**src/rtl/core/sehfd_pkg.sv**
```systemverilog
// ----------------------------------------------------------------------------
// sehfd_pkg
// item types, character codes and hex decode for the stx/etx frame decoder
// ----------------------------------------------------------------------------
`default_nettype none

package sehfd_pkg;

    localparam int PAYLOAD_BYTES_DEFAULT = 6;

    localparam logic [7:0] CH_STX         = 8'd2;
    localparam logic [7:0] CH_ETX         = 8'h03;
    localparam logic [7:0] CHAR_ZERO      = 8'd48;
    localparam logic [7:0] DIGIT_MAX      = 8'd9;
    localparam logic [7:0] HEX_LETTER_GAP = 8'd7;

    typedef struct packed {
        logic [7:0] rx_byte;
    } rx_item_t;

    typedef struct packed {
        logic       fresh_frame;
        logic [7:0] frame_byte_0;
        logic [7:0] frame_byte_1;
        logic [7:0] frame_byte_2;
        logic [7:0] frame_byte_3;
        logic [7:0] frame_byte_4;
        logic [7:0] frame_check_byte;
    } frame_item_t;

    // ascii hex to value, no validation, modulo 256
    function automatic logic [7:0] hex_char_value(input logic [7:0] c);
        logic [7:0] d;
        d = c - CHAR_ZERO;
        if (d > DIGIT_MAX)
        begin
            d = d - HEX_LETTER_GAP;
        end
        return d;
    endfunction

endpackage

`default_nettype wire

```
**src/rtl/core/sehfd_stream_if.sv**
```systemverilog
// ----------------------------------------------------------------------------
// sehfd_stream_if
// valid/ready channel carrying one item of a given type
// ----------------------------------------------------------------------------
`default_nettype none

interface sehfd_stream_if #(
    parameter type item_t = logic
);
    logic  valid;
    logic  ready;
    item_t data;

    modport source (output valid, output data, input ready);
    modport sink (input valid, input data, output ready);
endinterface

`default_nettype wire

```
**src/rtl/core/stx_etx_hex_frame_decoder.sv**
```systemverilog
// output: a result item is shown in the cycle after its byte is accepted
// throughput: one byte per cycle; the single result register is refilled in
//   the cycle it is drained, so ready only drops while a result is stalled
// reset: parser goes idle, byte index, checksum and change flag clear, and the
//   payload store reads all zeros
// ----------------------------------------------------------------------------
// stx_etx_hex_frame_decoder
// decodes stx/etx framed ascii hex payloads with an xor checksum
// ----------------------------------------------------------------------------
`default_nettype none

module stx_etx_hex_frame_decoder #(
    parameter int PAYLOAD_BYTES = sehfd_pkg::PAYLOAD_BYTES_DEFAULT
) (
    input  wire logic     clk,
    input  wire logic     rst_n,
    sehfd_stream_if.sink   rx,
    sehfd_stream_if.source frame
);
    import sehfd_pkg::*;

    localparam int IDX_W = $clog2(PAYLOAD_BYTES);
    localparam logic [IDX_W-1:0] LAST_IDX = IDX_W'(PAYLOAD_BYTES - 1);

    localparam logic [1:0] PH_IDLE = 2'd0;
    localparam logic [1:0] PH_HIGH = 2'd1;
    localparam logic [1:0] PH_LOW  = 2'd2;
    localparam logic [1:0] PH_ETX  = 2'd3;

    logic [1:0]       phase_reg, phase_next;
    logic [IDX_W-1:0] idx_reg, idx_next;
    logic [3:0]       hi_reg, hi_next;
    logic [7:0]       xor_reg, xor_next;
    logic             changed_reg, changed_next;
    logic             fresh_reg, fresh_next;
    logic             valid_reg;
    logic [7:0]       store_reg [PAYLOAD_BYTES];

    logic       accept;
    logic [7:0] c;
    logic [7:0] lo_val;
    logic [7:0] pair_val;
    logic       store_we;
    logic [7:0] frame_bytes [5];

    assign accept   = rx.valid && rx.ready;
    assign c        = rx.data.rx_byte;
    assign lo_val   = hex_char_value(c);
    assign pair_val = {hi_reg, 4'b0000} | lo_val;

    assign rx.ready = !valid_reg || frame.ready;

    always_comb
    begin
        phase_next   = phase_reg;
        idx_next     = idx_reg;
        hi_next      = hi_reg;
        xor_next     = xor_reg;
        changed_next = changed_reg;
        fresh_next   = 1'b0;
        store_we     = 1'b0;
        priority if (c == CH_STX)
        begin
            phase_next   = PH_HIGH;
            idx_next     = '0;
            hi_next      = '0;
            xor_next     = '0;
            changed_next = 1'b0;
        end
        else if (phase_reg == PH_HIGH)
        begin
            hi_next    = lo_val[3:0];
            phase_next = PH_LOW;
        end
        else if (phase_reg == PH_LOW)
        begin
            store_we = 1'b1;
            idx_next = IDX_W'(idx_reg + 1'b1);
            if (store_reg[idx_reg] != pair_val)
            begin
                changed_next = 1'b1;
            end
            if (idx_reg == LAST_IDX)
            begin
                phase_next = PH_ETX;
            end
            else
            begin
                phase_next = PH_HIGH;
                xor_next   = xor_reg ^ pair_val;
            end
        end
        else if (phase_reg == PH_ETX && c == CH_ETX)
        begin
            phase_next = PH_IDLE;
            idx_next   = '0;
            fresh_next = (xor_reg == store_reg[PAYLOAD_BYTES-1]) && changed_reg;
        end
        else
        begin
            phase_next = PH_IDLE;
        end
    end

    always_ff @(posedge clk or negedge rst_n)
    begin
        if (!rst_n)
        begin
            phase_reg   <= PH_IDLE;
            idx_reg     <= '0;
            hi_reg      <= '0;
            xor_reg     <= '0;
            changed_reg <= 1'b0;
            fresh_reg   <= 1'b0;
            valid_reg   <= 1'b0;
            for (int i = 0; i < PAYLOAD_BYTES; i++)
            begin
                store_reg[i] <= '0;
            end
        end
        else
        begin
            if (accept)
            begin
                phase_reg   <= phase_next;
                idx_reg     <= idx_next;
                hi_reg      <= hi_next;
                xor_reg     <= xor_next;
                changed_reg <= changed_next;
                fresh_reg   <= fresh_next;
                valid_reg   <= 1'b1;
                if (store_we)
                begin
                    store_reg[idx_reg] <= pair_val;
                end
            end
            else if (frame.ready)
            begin
                valid_reg <= 1'b0;
            end
        end
    end

    // entries beyond the store read as zero
    for (genvar g = 0; g < 5; g++)
    begin : g_out
        if (g < PAYLOAD_BYTES)
        begin : g_used
            assign frame_bytes[g] = store_reg[g];
        end
        else
        begin : g_zero
            assign frame_bytes[g] = '0;
        end
    end

    assign frame.valid                 = valid_reg;
    assign frame.data.fresh_frame      = fresh_reg;
    assign frame.data.frame_byte_0     = frame_bytes[0];
    assign frame.data.frame_byte_1     = frame_bytes[1];
    assign frame.data.frame_byte_2     = frame_bytes[2];
    assign frame.data.frame_byte_3     = frame_bytes[3];
    assign frame.data.frame_byte_4     = frame_bytes[4];
    assign frame.data.frame_check_byte = store_reg[PAYLOAD_BYTES-1];

endmodule

`default_nettype wire

```
**src/flat_wrapper.sv**
```systemverilog
// flat-port wrapper written by rule: the top's interface ports become plain ports
module stx_etx_hex_frame_decoder_flat import sehfd_pkg::*;
#(
    parameter int PAYLOAD_BYTES = sehfd_pkg::PAYLOAD_BYTES_DEFAULT
)
  (clk, rst_n, rx_valid, rx_data, rx_ready, frame_valid, frame_data, frame_ready);
  sehfd_stream_if #(.item_t(rx_item_t)) rx_i ();
  sehfd_stream_if #(.item_t(frame_item_t)) frame_i ();
  input  wire logic clk;
  input  wire logic rst_n;
  input wire logic [$bits(rx_i.valid)-1:0] rx_valid;
  input wire logic [$bits(rx_i.data)-1:0] rx_data;
  output wire logic [$bits(rx_i.ready)-1:0] rx_ready;
  output wire logic [$bits(frame_i.valid)-1:0] frame_valid;
  output wire logic [$bits(frame_i.data)-1:0] frame_data;
  input wire logic [$bits(frame_i.ready)-1:0] frame_ready;
  assign rx_i.valid = rx_valid;
  assign rx_i.data = rx_data;
  assign rx_ready = rx_i.ready;
  assign frame_valid = frame_i.valid;
  assign frame_data = frame_i.data;
  assign frame_i.ready = frame_ready;
  stx_etx_hex_frame_decoder #(.PAYLOAD_BYTES(PAYLOAD_BYTES)) u_core (.clk(clk), .rst_n(rst_n), .rx(rx_i), .frame(frame_i));
endmodule
```
**config.mk**
```make
export PLATFORM = sky130hd
export DESIGN_NAME = stx_etx_hex_frame_decoder_flat
export DESIGN_NICKNAME = d
export VERILOG_FILES = /design/src/rtl/core/sehfd_pkg.sv /design/src/rtl/core/sehfd_stream_if.sv /design/src/rtl/core/stx_etx_hex_frame_decoder.sv /design/src/flat_wrapper.sv
export SDC_FILE = /design/constraint.sdc
export NUM_CORES = 1
export LEC_CHECK = 0
export ABC_AREA = 0
export BUFFER_PORTS_ARGS = -buffer_cell sky130_fd_sc_hd__clkbuf_2
export CORE_MARGIN = 10
export CORE_UTILIZATION = 50
export CTS_BUF_LIST = sky130_fd_sc_hd__clkbuf_4 sky130_fd_sc_hd__clkbuf_8
export DETAILED_ROUTE_END_ITERATION = 8
export PLACE_DENSITY = 0.72
export SYNTH_ARGS = -nofsm -noshare
export SYNTH_HDL_FRONTEND = slang
export SYNTH_SLANG_ARGS = --single-unit
```
**constraint.sdc**
```tcl
create_clock -name clk -period 2.7 [get_ports clk]
set_input_delay 0.54 -clock clk [delete_from_list [all_inputs] [get_ports clk]]
set_output_delay 0.54 -clock clk [all_outputs]
set_load 0.01 [all_outputs]
```
# Word level (Yosys, flattened, before mapping)
# Cells that the tools add are included.
# op_classes
shift	0
addsub	3
n_mul	0
n_lt_le_gt_ge	3
n_div	0
n_mux	34
bitwise_logic	3
eq_ne	10
reduce_logical	16
# op_table
operator	n
$mux W8	8
$bwmux W48	1
$bmux W8 S3	1
$demux W8 S3	1
$eq A8 B2 Y1 const B	2
$mux W1	13
$mux W3	4
$eq A8 B8 Y1	1
$gt A8 B4 Y1 const B	1
$mux W2	4
$mux W4	2
$ne A8 B8 Y1	1
$or A8 B8 Y8	1
$reduce_and A4 Y1	2
$reduce_bool A2 Y1	4
$sub A8 B3 Y8 const B	1
$sub A8 B6 Y8 const B	1
$xor A8 B8 Y8	1
$eq A2 B2 Y1 const B	2
$ge A4 B4 Y1 const B	1
$logic_and A1 B1 Y1	4
$lt A4 B1 Y1 const B	1
$ne A2 B1 Y1 const B	2
$not A3 Y4	1
8 further kinds	9
# totals
word_cells	82
mem_bits_rw	0
regBits	68
rom_bits	0
latchBits	0
in_bits	12
n_memories	0
out_inout_bits	51

# Longest topological paths before layout
# logic_depth
word_depth	9
depth_mapped	10
mapped_depth_nobuf	9

# Worst setup path before layout
# Ideal clock, no wire load.
# synth_path
path_type	input-to-reg
start	input port rx_data[4]
end	register u_core.changed_reg
stages	9
setup_time_ns	0.094
path_buffers	0
setup_slack_ns	0.428
arrival_ns	2.178
t_required_ns	2.606
path_cell_list	inv_1 ha_1 nor3b_1 nand4_1 or3_1 a21oi_2 xnor2_1 nor3_1 a211oi_1
# synth_via
elab_chain_cells	7
elab_cells_between_ends	12
cone_classes	add/sub: 2; order compare: 1; eq/ne: 3; mux: 2; bitwise: 1; reduce/logical: 3
# synth_rtl
element	line	text
start: declaration	flat_wrapper.sv:12	input wire logic [$bits(rx_i.data)-1:0] rx_data;
$sub A8 B6 Y8	sehfd_pkg.sv:34	d = c - CHAR_ZERO;
$sub A8 B3 Y8 or $gt A8 B4 Y1 (tied branches)	sehfd_pkg.sv:37, sehfd_pkg.sv:35	
$mux W8	sehfd_pkg.sv:35	if (d > DIGIT_MAX)
$or A8 B8 Y8	stx_etx_hex_frame_decoder.sv:49	assign pair_val = {hi_reg, 4'b0000} | lo_val;
$ne A8 B8 Y1	stx_etx_hex_frame_decoder.sv:79	if (store_reg[idx_reg] != pair_val)
$reduce_bool A2 Y1 (no source line)	--	
$reduce_and A4 Y1 (no source line)	--	
end signal: assignment	stx_etx_hex_frame_decoder.sv:129	changed_reg <= changed_next;
end: declaration	stx_etx_hex_frame_decoder.sv:34	logic changed_reg, changed_next;
# Parallel ways exist; a longest one is shown, timed or not.
# A chain may end at the register's enable or synchronous reset.

# Worst setup path in the final report
# layout_path
start	register u_core.idx_reg[0]
end	register u_core.xor_reg[4]
# layout_via
elab_chain_cells	3
# layout_rtl
element	line	text
start: declaration	stx_etx_hex_frame_decoder.sv:31	logic [IDX_W-1:0] idx_reg, idx_next;
start signal: assignment	stx_etx_hex_frame_decoder.sv:126	idx_reg <= idx_next;
$eq A3 B3 Y1	stx_etx_hex_frame_decoder.sv:83	if (idx_reg == LAST_IDX)
$ne A2 B1 Y1 (no source line)	--	
$reduce_and A4 Y1 (no source line)	--	
end signal: assignment	stx_etx_hex_frame_decoder.sv:128	xor_reg <= xor_next;
end: declaration	stx_etx_hex_frame_decoder.sv:33	logic [7:0] xor_reg, xor_next;
# No other way between the ends.

==> run_results.csv <==
group,metric,value,unit
run_status,status,"finished, final reports clean",
sta,hold_violations,0,
logic_synthesis,seq_area_frac_synth,45.9,%
setup_path,cp.arrival,2.56,ns
final_layout,drive_gt1_share,25.8,%
min_path,hold_path.class,"input port to asynchronous set/reset pin",
sta,tightest_slew,0.705,ns
die,die_x,106,µm
drt,drt_iter0_markers,182,
drt,dr.pass1.iters,7,
logic_synthesis,synth_area,3710,µm²
clocking,ctsHoldBuffers,0,
setup_path,critPathLaunchType,"flop",
final_layout,final_core_util,60.9,%
sta,fin_skew,0.0138,ns
final_layout,stdcell_count,561,
die,start_util,51.4,%
clocking,clk_path_buf_depth,2,
place,dp_slack,0.118,ns
final_layout,stdcell_area,4400,µm²
logic_synthesis,postSynthAreaPerCell,9.63,µm²
die,die_h,106,µm
global_route,grt_pass1_wl,16.5,mm
clocking,cts_htree_levels,3,
sta,min_period,2.32,ns
drt,drc_errors,0,
place,placed_cells,545,
die,ios,63,
sta,max_freq,430,MHz
final_layout,fillCellCount,630,
power_and_ir_drop,p_leak,2.07,nW
clocking,insertion_delay,0.35,ns
die,core,7210,µm²
logic_synthesis,ys_seq_elements,68,
global_route,grt_use_total,18.3,%
die,row_count,31,
drt,via_per_inst,5.57,
sta,finalSetupViolCount,0,
sta,fin_setup_tns,0,ns
power_and_ir_drop,ir_drop,565,µV
global_route,grt_max_degree,28,
final_layout,antenna_cells,0,
clocking,post_cts_resized,0,
logic_synthesis,synth_flop_cell,"dfrtp_1",
drt,wl,10.0,mm
final_layout,nNetsFinal,478,
clocking,cts_tree,"yes",
logic_synthesis,synth_cell_types,51,
power_and_ir_drop,powerDensity,943,nW/µm²
clocking,root_buffer,"clkbuf_8",
logic_synthesis,ys_warn_count,0,
run,maxCapViolCount,0,
setup_path,end_kind,"flop",
sta,worst_slack,0.376,ns
logic_synthesis,yosys.area.top_type,"dfrtp_1",
logic_synthesis,synth_edf_count,0,
sta,maxSlewViolCount,0,
global_route,first_global_vias,3239,
drt,ant_nets,0,
setup_path,cp_max_fo,12,
sta,hold_ws,0.197,ns
sta,relSlewSlack,53.0,%
drt,wire_per_inst,17.9,µm
global_route,grt_overflow_total,0,
place,placed_area,4180,µm²
sta,rsz0062_at_grt,"false",
logic_synthesis,synthTopCellsByArea,"dfrtp_1 46%, o21ai_0 6.1%, a21oi_1 4.9%",
place,dp_hpwl,7.52,mm
power_and_ir_drop,finalPower,4.14,mW
place,io_buffers,62,
clocking,postCtsSetupRepairBufs,0,
final_layout,areaGrowthSynthToFinish,18.6,%
sta,min_period_over_period,86.1,%
logic_synthesis,ys_async_sr_fraction,100,%
drt,vias,3122,
final_layout,largest_reg_flops,48,
clocking,clkTransAtPathRegs,0.08,ns
die,dieArea,11300,µm²
global_route,grt_antenna_before_repair,0,
place,place_congestion,0.914,
clocking,clock-sinks,68,
logic_synthesis,synth_top_area_share,45.9,%
setup_path,crit_required,2.94,ns
logic_synthesis,post_synth_inst_count,385,
logic_synthesis,syn_nets,406,
clocking,numCtsBuffers,9,
setup_path,crit_type,"flop to flop",
==> critical path, stage by stage (launching register included) <==
cell and delay (ns):
dfrtp_1 0.63, buf_4 0.31, ha_1 0.17, nand2_1 0.08, a21oi_1 0.60, nor3_1 0.15
xnor2_1 0.21, nor2_1 0.06
==> synthesized netlist by cell type, types with 5 or more instances <==
cell type  instances
mux4_2             8
mux2i_1            8
inv_1             11
xor2_1             5
and3_1             6
dfrtp_1           68
o21ai_0           45
xnor2_1           19
nand3_1            7
nor2_1            40
a21oi_1           36
ha_1               9
nand2b_1           5
nand2_1           43
buf_2             11
nor3_1            13
==> worst paths after layout <==
path,cells after the start,slack (ns),from,to
max,7,0.38,u_core.idx_reg[0],u_core.xor_reg[4]
min,1,0.20,rst_n,u_core.xor_reg[7]
max reg2reg,7,0.38,u_core.idx_reg[0],u_core.xor_reg[4]
min reg2reg,2,0.48,u_core.fresh_reg,u_core.fresh_reg
max in group asynchronous,2,1.70,rst_n,u_core.frame.data[32]
min in group clk,2,0.41,rx_valid,u_core.frame.valid
==> metal layers <==
| metal | vias up | track usage, % | wire length [µm] |
|---|---|---|---|
| met5 | - | 0 | 0 |
| met4 | 0 | 7.25 | 233 |
| met3 | 25 | 4.35 | 534 |
| met2 | 89 | 29.4 | 4820 |
| met1 | 1516 | 23.5 | 4430 |
| li1 | 1492 | - | - |
==> power by group <==
part | internal, mW | switching [mW] | total [mW] | leakage [nW]
clock | 0.530 | 0.402 | 0.932 | 0.106
sequential | 1.34 | 0.325 | 1.66 | 0.898
combinational | 0.724 | 0.825 | 1.55 | 1.06
total | 2.59 | 1.55 | 4.14 | 2.07
==> cell type report <==
| cell class | count | area [µm²] | area share [%] |
|---|---|---|---|
| Tap cell | 99 | 124 | 2.82 |
| Inverter | 11 | 41.3 | 0.939 |
| Timing Repair Buffer | 80 | 445 | 10.1 |
| Clock buffer | 10 | 131 | 2.99 |
| Clock inverter | 6 | 88.8 | 2.02 |
| Sequential cell | 68 | 1700 | 38.7 |
| Multi-Input combinational cell | 287 | 1860 | 42.4 |
==> placed cells by master (no fill, tap or decap), types with 2 or more instances in the layout <==
cell type | Yosys | routed
or3_1 | 3 | 3
nand2_1 | 43 | 43
nor3_1 | 13 | 13
mux2i_1 | 8 | 8
bufinv_16 | 0 | 2
nor3b_1 | 2 | 2
buf_4 | 2 | 18
a21oi_2 | 3 | 3
ha_1 | 9 | 9
inv_1 | 11 | 11
nand3_1 | 7 | 7
xor2_1 | 5 | 5
nand4_1 | 4 | 4
and3_1 | 6 | 6
nor2_1 | 40 | 40
nand2b_1 | 5 | 5
xnor2_1 | 19 | 19
nand4b_1 | 2 | 2
o21a_1 | 2 | 2
clkbuf_8 | 0 | 9
dfrtp_1 | 68 | 68
clkbuf_2 | 1 | 61
o21ai_0 | 45 | 45
clkinvlp_4 | 0 | 2
a211oi_1 | 2 | 2
mux4_2 | 8 | 8
a21oi_1 | 36 | 36
and2_1 | 2 | 2
==> logic make-up after synthesis <==
group / Yosys count / share of synthesized area (%)
AND/OR/NAND/NOR: 138 / 18.2
flip-flops: 68 / 45.9
XOR/XNOR: 25 / 6.28
AO/OA/AOI/OAI: 98 / 15.1
buffers and inverters: 30 / 3.85
multiplexers: 17 / 7.63
adder cells (fa/ha/maj): 9 / 3.04
No activity file was read; power rests on OpenSTA's default activity.
